<file path="config.mk">
export PLATFORM = sky130hd
export DESIGN_NAME = gcd_fraction_reducer_core
export DESIGN_NICKNAME = d
export VERILOG_FILES = /design/src/rtl/core/gfr_pkg.sv /design/src/rtl/core/gfr_datapath.sv /design/src/rtl/core/gfr_ctrl.sv /design/src/rtl/core/gcd_fraction_reducer_core.sv
export SDC_FILE = /design/constraint.sdc
export NUM_CORES = 1
export LEC_CHECK = 0
export BUFFER_PORTS_ARGS = -buffer_cell sky130_fd_sc_hd__buf_2
export CORE_ASPECT_RATIO = 1.5
export CORE_MARGIN = 4
export CORE_UTILIZATION = 52
export DETAILED_ROUTE_END_ITERATION = 6
export PLACE_DENSITY = 0.79
export SETUP_SLACK_MARGIN = 0.3
export SLEW_MARGIN = 20
export SYNTH_ARGS = -nofsm -noshare
export SYNTH_HDL_FRONTEND = slang
export SYNTH_SLANG_ARGS = --single-unit
</file>
<file path="constraint.sdc">
create_clock -name clock -period 12.05 [get_ports clock]
set_input_delay 2.41 -clock clock [delete_from_list [all_inputs] [get_ports clock]]
set_output_delay 2.41 -clock clock [all_outputs]
set_load 0.005 [all_outputs]
</file>
<file path="src/rtl/core/gfr_pkg.sv">
// Package: shared types, widths and helpers for the fraction reducer.
package gfr_pkg;

   localparam int DataW = 32;
   localparam int ShiftW = $clog2(DataW);
   localparam int CntW = $clog2(DataW + 1);

   typedef struct packed {
      logic signed [DataW-1:0] numerator;
      logic signed [DataW-1:0] denominator;
   } req_type;

   typedef struct packed {
      logic signed [DataW-1:0] reduced_numerator;
      logic signed [DataW-1:0] reduced_denominator;
      logic [DataW-1:0]        common_factor;
      logic                    invalid;
   } rsp_type;

   typedef struct packed {
      logic load;
      logic gcd_step;
      logic scale;
      logic div_init;
      logic div_sel_den;
      logic div_step;
      logic store_num;
      logic store_den;
      logic out_load;
   } cmd_type;

   typedef struct packed {
      logic gcd_done;
      logic div_done;
      logic g_zero;
   } status_type;

   function automatic logic [DataW-1:0] mag_of(input logic [DataW-1:0] v);
      return v[DataW-1] ? (~v + DataW'(1)) : v;
   endfunction

endpackage

</file>
<file path="src/rtl/core/gfr_datapath.sv">
// Datapath: binary GCD step unit, shared restoring divider, result register.
module gfr_datapath (
   input  logic                clock,
   input  gfr_pkg::req_type    req_data,
   input  gfr_pkg::cmd_type    cmd,
   output gfr_pkg::status_type status,
   output gfr_pkg::rsp_type    rsp_data
);

   localparam int W = gfr_pkg::DataW;

   logic [W-1:0]              num_ff, num_in, den_ff, den_in;
   logic [W-1:0]              a_ff, a_in, b_ff, b_in;
   logic [gfr_pkg::ShiftW-1:0] k_ff, k_in;
   logic [W-1:0]              g_ff, g_in;
   logic [W-1:0]              rem_ff, rem_in, quo_ff, quo_in;
   logic [gfr_pkg::CntW-1:0]  cnt_ff, cnt_in;
   logic [W-1:0]              qn_ff, qn_in, qd_ff, qd_in;
   gfr_pkg::rsp_type          out_ff, out_in;

   logic [W:0]   shifted, trial;
   logic [W-1:0] a_minus_b, b_minus_a;

   assign shifted   = {rem_ff, quo_ff[W-1]};
   assign trial     = shifted - {1'b0, g_ff};
   assign a_minus_b = a_ff - b_ff;
   assign b_minus_a = b_ff - a_ff;

   always_comb begin
      num_in = num_ff;
      den_in = den_ff;
      a_in   = a_ff;
      b_in   = b_ff;
      k_in   = k_ff;
      g_in   = g_ff;
      rem_in = rem_ff;
      quo_in = quo_ff;
      cnt_in = cnt_ff;
      qn_in  = qn_ff;
      qd_in  = qd_ff;
      out_in = out_ff;

      if (cmd.load) begin
         num_in = req_data.numerator;
         den_in = req_data.denominator;
         a_in   = gfr_pkg::mag_of(req_data.numerator);
         b_in   = gfr_pkg::mag_of(req_data.denominator);
         k_in   = '0;
      end

      if (cmd.gcd_step) begin
         if (!a_ff[0] && !b_ff[0]) begin
            a_in = a_ff >> 1;
            b_in = b_ff >> 1;
            k_in = k_ff + gfr_pkg::ShiftW'(1);
         end else if (!a_ff[0]) begin
            a_in = a_ff >> 1;
         end else if (!b_ff[0]) begin
            b_in = b_ff >> 1;
         end else if (a_ff >= b_ff) begin
            a_in = a_minus_b >> 1;
         end else begin
            b_in = b_minus_a >> 1;
         end
      end

      if (cmd.scale) begin
         g_in = (a_ff | b_ff) << k_ff;
      end

      if (cmd.div_init) begin
         quo_in = cmd.div_sel_den ? gfr_pkg::mag_of(den_ff) : gfr_pkg::mag_of(num_ff);
         rem_in = '0;
         cnt_in = gfr_pkg::CntW'(W);
      end else if (cmd.div_step) begin
         rem_in = trial[W] ? shifted[W-1:0] : trial[W-1:0];
         quo_in = {quo_ff[W-2:0], ~trial[W]};
         cnt_in = cnt_ff - gfr_pkg::CntW'(1);
      end

      if (cmd.store_num) begin
         qn_in = num_ff[W-1] ? (~quo_ff + W'(1)) : quo_ff;
      end
      if (cmd.store_den) begin
         qd_in = den_ff[W-1] ? (~quo_ff + W'(1)) : quo_ff;
      end

      if (cmd.out_load) begin
         if (g_ff == '0) begin
            out_in.reduced_numerator   = num_ff;
            out_in.reduced_denominator = den_ff;
            out_in.common_factor       = '0;
            out_in.invalid             = 1'b1;
         end else begin
            out_in.reduced_numerator   = qn_ff;
            out_in.reduced_denominator = qd_ff;
            out_in.common_factor       = g_ff;
            out_in.invalid             = 1'b0;
         end
      end
   end

   always_ff @(posedge clock) begin
      num_ff <= num_in;
      den_ff <= den_in;
      a_ff   <= a_in;
      b_ff   <= b_in;
      k_ff   <= k_in;
      g_ff   <= g_in;
      rem_ff <= rem_in;
      quo_ff <= quo_in;
      cnt_ff <= cnt_in;
      qn_ff  <= qn_in;
      qd_ff  <= qd_in;
      out_ff <= out_in;
   end

   assign status.gcd_done = (a_ff == '0) || (b_ff == '0);
   assign status.div_done = (cnt_ff == '0);
   assign status.g_zero   = (g_ff == '0);
   assign rsp_data        = out_ff;

endmodule

</file>
<file path="src/rtl/core/gfr_ctrl.sv">
// Controller: load, GCD, scaling, two divisions (none for zero factor), result hand-off.
module gfr_ctrl (
   input  logic                clock,
   input  logic                reset,
   input  logic                req_valid,
   output logic                req_stall,
   output logic                rsp_valid,
   input  logic                rsp_stall,
   input  gfr_pkg::status_type status,
   output gfr_pkg::cmd_type    cmd
);

   typedef enum logic [2:0] {
      IDLE,
      GCD,
      CHECK,
      DIV_NUM,
      DIV_DEN,
      FINISH
   } state_type;

   state_type state_ff, state_in;
   logic      rsp_valid_ff, rsp_valid_in;

   always_comb begin
      state_in     = state_ff;
      cmd          = '0;
      rsp_valid_in = rsp_valid_ff && rsp_stall;
      unique case (state_ff)
         IDLE: begin
            if (req_valid) begin
               cmd.load = 1'b1;
               state_in = GCD;
            end
         end
         GCD: begin
            if (status.gcd_done) begin
               cmd.scale = 1'b1;
               state_in  = CHECK;
            end else begin
               cmd.gcd_step = 1'b1;
            end
         end
         CHECK: begin
            if (status.g_zero) begin
               state_in = FINISH;
            end else begin
               cmd.div_init = 1'b1;
               state_in     = DIV_NUM;
            end
         end
         DIV_NUM: begin
            if (status.div_done) begin
               cmd.store_num   = 1'b1;
               cmd.div_init    = 1'b1;
               cmd.div_sel_den = 1'b1;
               state_in        = DIV_DEN;
            end else begin
               cmd.div_step = 1'b1;
            end
         end
         DIV_DEN: begin
            if (status.div_done) begin
               cmd.store_den = 1'b1;
               state_in      = FINISH;
            end else begin
               cmd.div_step = 1'b1;
            end
         end
         FINISH: begin
            if (!rsp_valid_ff || !rsp_stall) begin
               cmd.out_load = 1'b1;
               rsp_valid_in = 1'b1;
               state_in     = IDLE;
            end
         end
         default: state_in = IDLE;
      endcase
   end

   always_ff @(posedge clock) begin
      if (reset) begin
         state_ff     <= IDLE;
         rsp_valid_ff <= 1'b0;
      end else begin
         state_ff     <= state_in;
         rsp_valid_ff <= rsp_valid_in;
      end
   end

   assign req_stall = (state_ff != IDLE);
   assign rsp_valid = rsp_valid_ff;

endmodule

</file>
<file path="src/rtl/core/gcd_fraction_reducer_core.sv">
// Top level: reduces a signed fraction by the greatest common factor of its terms.
// Sequence: load, binary GCD steps, scale, check, one division per term, then
//   hand-off; both divisions are skipped when both terms are zero.
// Throughput: one item at a time; the next is taken once the result is registered,
//   set by the single-step GCD loop and the shared bit-serial divider.
// Reset: synchronous, active high; clears the sequencer and the result valid.
module gcd_fraction_reducer_core (
   input  logic             clock,
   input  logic             reset,
   input  logic             req_valid,
   output logic             req_stall,
   input  gfr_pkg::req_type req_data,
   output logic             rsp_valid,
   input  logic             rsp_stall,
   output gfr_pkg::rsp_type rsp_data
);

   gfr_pkg::cmd_type    cmd;
   gfr_pkg::status_type status;

   gfr_ctrl u_ctrl (
      .clock     (clock),
      .reset     (reset),
      .req_valid (req_valid),
      .req_stall (req_stall),
      .rsp_valid (rsp_valid),
      .rsp_stall (rsp_stall),
      .status    (status),
      .cmd       (cmd)
   );

   gfr_datapath u_datapath (
      .clock    (clock),
      .req_data (req_data),
      .cmd      (cmd),
      .status   (status),
      .rsp_data (rsp_data)
   );

   a_busy_after_accept: assert property (@(posedge clock) disable iff (reset)
      req_valid && !req_stall |=> req_stall)
      else $error("input taken again while an item is in flight");

   a_invalid_iff_zero: assert property (@(posedge clock) disable iff (reset)
      rsp_valid |-> (rsp_data.invalid == (rsp_data.common_factor == '0)))
      else $error("invalid flag disagrees with zero factor");

   a_result_from_work: assert property (@(posedge clock) disable iff (reset)
      $rose(rsp_valid) |-> $past(req_stall))
      else $error("result appeared without an item in flight");

endmodule
</file>
---- Word-level counts from Yosys, hierarchy flattened ----
Index checks and enable logic that the tools add are counted.
word-level totals
  flip-flop bits (word level) ............. 400
  bits in latches ......................... 0
  RAM bits ................................ 0
  memory bits (read-only) ................. 0
  input bits .............................. 68
  output and inout port bits .............. 99
  word-level logic and storage cells ...... 114
  memories kept ........................... 0
cells by class
  $add $sub $neg .......................... 10
  multipliers ............................. 0
  div/mod/pow operators ................... 0
  magnitude comparators ................... 1
  equal/unequal tests ..................... 10
  shifts and indexed selects .............. 1
  multiplexer cells ....................... 51
  bitwise logic cells ..................... 7
  reduce and logical (&&, ||, !) cells .... 17
operator list
  kind                   number
  $mux 32                22
  $add 32x1->32 const B  5
  $not 32->32            5
  $mux 97                1
  $logic_not 32->1       3
  $sub 32x32->32         2
  $sub 33x32->33         1
  $ge 32x32->1           1
  $or 32x32->32          1
  $shl 32x5->32          1
  $mux 3                 6
  $pmux 3 s6             1
  $mux 1                 15
  $mux 5                 3
  $ne 2x2->1 const B     4
  $eq 3x2->1 const B     2
  $eq 3x3->1 const B     2
  $logic_not 6->1        1
  $sub 6x1->6 const B    1
  $add 5x1->5 const B    1
  $reduce_and 5->1       1
  $logic_not 1->1        4
  $mux 2                 2
  $eq 3x1->1 const B     1
  9 further kinds        11

---- Longest topological paths before layout ----
  depth after elaboration ................. 9
  gate-level depth with buffers ........... 14
  mapped depth without buffers ............ 12

---- Hierarchy ----
Synthesis repeated with hierarchy kept, for this count alone.
second synthesis, totals
  cell total of the unflattened synthesis .. 2781
  area, all modules ....................... 26560.5 um^2
modules (own cells, without submodules)
  module        instances  cells an instance  area an instance (um^2)  seq. area each (um^2)
  gfr_datapath  1          2735               26210.1                  10820.4
  gfr_ctrl      1          46                 350.3                    80.1

---- Least setup slack after synthesis ----
Ideal clock, no wire load.
  path type ............................... input-to-reg
  start point ............................. in rsp_stall
  end point ............................... reg u_datapath.out_ff (netlist bit u_datapath.rsp_data[0]), enable pin
  setup time .............................. 0.584 ns
  arrival ................................. 6.993 ns
  data required time ...................... 11.466 ns
  setup slack ............................. 4.473 ns
  cell stages on the path ................. 1
  path buffers ............................ 0
  path through ............................ a21oi_1
on the way
  cells in the longest elaborated chain, start to end .. 4
RTL lines
  element               line                             source
  start, declared       gcd_fraction_reducer_core.sv:14  input logic rsp_stall,
  $logic_not 1->1       gfr_ctrl.sv:71                   if (!rsp_valid_ff || !rsp_stall) begin
  $logic_or 1x1->1      gfr_ctrl.sv:71
  $mux 1                gfr_ctrl.sv:71
  $mux 1                gfr_ctrl.sv:29                   unique case (state_ff)
  end signal, assigned  gfr_datapath.sv:115              out_ff <= out_in;
  end, declared         gfr_datapath.sv:19               gfr_pkg::rsp_type out_ff, out_in;
No other way between the ends.
A chain may end at the register's enable or synchronous reset.

---- Final worst setup path ----
  start point ............................. in req_data[4] (netlist name)
  end point ............................... reg u_datapath.b_ff[30]
on the way
  cells in the longest elaborated chain, start to end .. 9
RTL lines
  element                  line                             source
  start, declared          gcd_fraction_reducer_core.sv:12  input gfr_pkg::req_type req_data,
  $not 32->32 (*)          gfr_pkg.sv:39                    return v[DataW-1] ? (~v + DataW'(1)) : v;
  $add 32x1->32 (*)        gfr_pkg.sv:39
  $mux 32 (*)              gfr_pkg.sv:39
  $mux 32 (*)              gfr_datapath.sv:43               if (cmd.load) begin
  $mux 32                  gfr_datapath.sv:60               end else if (a_ff >= b_ff) begin
  $mux 32                  gfr_datapath.sv:58               end else if (!b_ff[0]) begin
  $mux 32                  gfr_datapath.sv:56               end else if (!a_ff[0]) begin
  $mux 32                  gfr_datapath.sv:52               if (!a_ff[0] && !b_ff[0]) begin
  $mux 32 (*)              gfr_datapath.sv:51               if (cmd.gcd_step) begin
  via u_datapath.b_in[30]  gfr_datapath.sv:13               logic [W-1:0] a_ff, a_in, b_ff, b_in;
  end signal, assigned     gfr_datapath.sv:107              b_ff <= b_in;
  end, declared            gfr_datapath.sv:13
The timed path passes the listed nets; every way through them passes the cells marked *.

==> qor.csv <==
stage,metric,value,unit
synth,Cells after Synth,2749,
placed_design,Cell Count Post-Placement,3434,
timing,Final Max Tran Viols,0,
routing,final wirelength,78150,um
floorplan,core area,49800,sq um
routing,antenna-violating nets left,0,
finish,fraction of layout cells with a size suffix above 1,13.59,%
routing,drt first pass iters,6,
setup_path,critical path peak fanout,4,
setup_path,CP max stage cell,or4_1,
synth,"Seq/Total Area, Yosys",41.54,%
synth,mux contribution to synthesized area,7.601,%
timing,Final setup violation count,0,
routing,initial drt markers,2164,
synth,Post-Synth XOR/XNOR Area,8.712,%
setup_path,CP most frequent cell,or4_1,
setup_path,CP max stage delay,0.66,ns
synth,register bit count reported by yosys,400,
clock_tree,CTS H-tree lvls,2,
synth,"Async S/R FF share, synth",0,%
floorplan,die area,54190,sq um
clock_tree,Worst-path clk slew,0.07,ns
min_path,HP Class,register to register,
timing,unrepaired setup endpoints after global routing,no,
global_routing,vias in the first global route,21203,
timing,Period minus WS final,5.276,ns
synth,largest family of logic cells by synthesized area,compound AO/OA/AOI/OAI gates,
synth,compound-cell area share of the yosys netlist,16.87,%
clock_tree,Inserted Clock Buffers,38,
timing,Max Freq,189.6,MHz
clock_tree,clock sink count,400,
finish,Layout Utilization,57.79,%
pwr,LEAKAGE,10.76,nW
routing,post-DR wirelength/cell,22.23,um
finish,"commonest non-fill, non-tap cell in the layout",edfxtp_1,
clock_tree,clock tree buffer depth,3,
synth,Netlist cell types,74,
global_routing,initial antenna violation count,15,
finish,nets,3016,
global_routing,gr usage total,27.93,%
synth,Area contributors post-synth,"edfxtp_1, dfxtp_1, ha_1, xnor2_1, o21ai_0",
clock_tree,hold_buf cts,0,
routing,Vias,21844,
routing,routed length on met3,5448,um
floorplan,FP Rows,100,
synth,Post-synth EDFFs,289,
timing,Worst Tran Pin Value,1.211,ns
setup_path,critical path endpoint category,register,
clock_tree,Clock Root Buffer,clkbuf_16,
synth,Mapped Nets,2954,
pwr,Max IR drop VDD,0.0001792,V
finish,Area Overhead vs Synth,9.675,%
setup_path,Worst setup SP type,input pin,
placed_design,GP Congestion,0.9807,
placed_design,# port buffers,166,
routing,DRT met1 WL,29810,um
global_routing,largest net degree at the start of global routing,98,
synth,Netlist Area Pre-Place,26240,sq um
global_routing,GR Overflow Total,0,
finish,Finished Layout Cells,3516,
synth,post-synth top area share,33.07,%
clock_tree,CTS tree,done,
clock_tree,post-CTS sizing,0,
setup_path,worst path buffer plus inverter count,1,
setup_path,Worst setup startpoint,req_data[4],
setup_path,Worst EP arrival,5.70,ns
timing,max_slew headroom,19.09,%
pwr,PD cells,262.4,nW/um^2
setup_path,"CP delay by family, top",simple AND/OR/NAND/NOR gates,
placed_design,HPWL Detailed,59620,um
synth,yosys warns,0,
timing,Final Skew,0.02972,ns
finish,most frequent cells in the layout,"edfxtp_1, nand2_1, o21ai_0, a21oi_1, nor2_1",
timing,final setup TNS,0,ns
clock_tree,postcts setup bufs,0,
setup_path,FF-to-FF Start,u_datapath.b_ff[11]$_DFF_P_,
routing,met2 wire length,37120,um
synth,"area leader, netlist",edfxtp_1,
setup_path,crit path kind,input pin to register,
synth,ys flop type,edfxtp_1,
clock_tree,clk_lat worst skew,0.56,ns
floorplan,Initial Util,52.69,%
synth,Mapped Avg Cell Area,9.545,sq um
routing,highest metal used,met5,
floorplan,DIE WIDTH,191.4,um
floorplan,Top Ports,167,
synth,adder-cell area share of the yosys netlist,6.618,%
setup_path,worst path cell trace,buf_2 > nor4_1 > nand4_1 > or4_1 > or4_1 > o41ai_1 > xor2_1 > o21ai_0 > a221oi_1 > nand3_1,
setup_path,required time worst endpoint,12.48,ns
routing,DR DRC count,0,
global_routing,first-pass GRT wire length,119900,um
run,max-cap viol count,0,
status,status,finished clean,
timing,Final period util,43.78,%
min_path,hold_sp,u_datapath.rem_ff[8]$_SDFFE_PP0P_,
routing,vias per cell,6.213,
synth,Synth Area in Simple Gates,13.55,%
floorplan,Die H,283.1,um
timing,Final Hold Viols,0,
[layer usage]
layer / GRT usage (%) / up-vias
li1: - / 10152
met1: 34.58 / 10365
met2: 46.06 / 1058
met3: 3.399 / 263
met4: 17.57 / 6
met5: 0 / -
[state kept, by name, indices dropped and copies added (netlist names), 32 cells and up]
register,count
u_datapath.a_ff,32
u_datapath.rsp_data,97
u_datapath.qd_ff,32
u_datapath.num_ff,32
u_datapath.b_ff,32
u_datapath.rem_ff,32
u_datapath.g_ff,32
u_datapath.den_ff,32
u_datapath.quo_ff,32
u_datapath.qn_ff,32
[path summary, 6_finish.rpt]
check,endpoint,slack (ns),depth (start not counted)
max,u_datapath.b_ff[30]$_DFF_P_,6.77,10
min,u_datapath.rem_ff[8]$_SDFFE_PP0P_,0.49,2
min reg2reg,u_datapath.rem_ff[8]$_SDFFE_PP0P_,0.49,2
max reg2reg,u_datapath.a_ff[21]$_DFF_P_,7.04,11
[cell families after synthesis]
| family | count (synthesis) |
|---|---|
| buffers and inverters | 346 |
| adders and majority gates | 137 |
| xor gates and xnor gates | 261 |
| AOI/OAI and AO/OA | 713 |
| and+or+nand+nor | 735 |
| DFF | 400 |
| muxes | 157 |
[Yosys cell counts (5+ instances only)]
| library cell | number |
|---|---|
| o21a_1 | 7 |
| mux2i_1 | 53 |
| buf_1 | 8 |
| a31oi_1 | 12 |
| buf_4 | 7 |
| o211ai_1 | 13 |
| a221o_1 | 7 |
| nor4_1 | 48 |
| nand3_1 | 54 |
| nor3_1 | 35 |
| or2_2 | 7 |
| mux2_2 | 78 |
| a211oi_1 | 34 |
| and3_1 | 10 |
| a21boi_0 | 9 |
| nand2b_1 | 20 |
| nor2_1 | 186 |
| xor2_1 | 99 |
| ha_1 | 134 |
| nor2b_1 | 30 |
| o21ai_0 | 209 |
| o31ai_1 | 55 |
| inv_1 | 175 |
| o41ai_1 | 22 |
| a21oi_1 | 195 |
| nand2_1 | 231 |
| o22ai_1 | 29 |
| a21o_1 | 16 |
| xnor2_1 | 162 |
| a22oi_1 | 12 |
| or4_1 | 32 |
| mux4_2 | 26 |
| or3_1 | 30 |
| edfxtp_1 | 289 |
| a41oi_1 | 5 |
| o221ai_1 | 29 |
| o21bai_1 | 23 |
| nand4_1 | 15 |
| a221oi_1 | 9 |
| dfxtp_1 | 111 |
| and2_1 | 9 |
| clkbuf_1 | 151 |
[through the flow]
stage	power, mW	setup WS (ns)	cell area (sq um)	hold slack [ns]
global route	7.999	6.628	28780	0.5114
detailed placement	6.241	6.289	27480	0.4787
CTS	7.470	6.855	28730	0.4993
finish	7.553	6.774	28780	0.4881
global placement	6.168	6.253	27480	0.4693
floorplan	5.045	4.473	26240	0.4526
[final cells by class]
type	instances	area, sq um
diodes	12	30.03
clock buffers	48	1008
clock inverters	22	242.7
fillers	4309	21020
inverters	176	661.9
multi-input cells	2003	14070
flip-flops and latches	400	10910
well taps	663	829.5
repair buffers	192	1030
[where the power goes]
group	total [mW]	switching, mW	internal, mW	leakage [nW]
registers	2.26	0.425	1.84	3.55
clock network	1.21	0.538	0.670	0.604
logic	4.08	2.51	1.57	6.60
[tightest hold or removal path, stage by stage (launching register included)]
cell	delay, ns
dfxtp_1	0.33
nand2_1	0.05
o21ai_0	0.06
(Power assumes the default switching activity.)
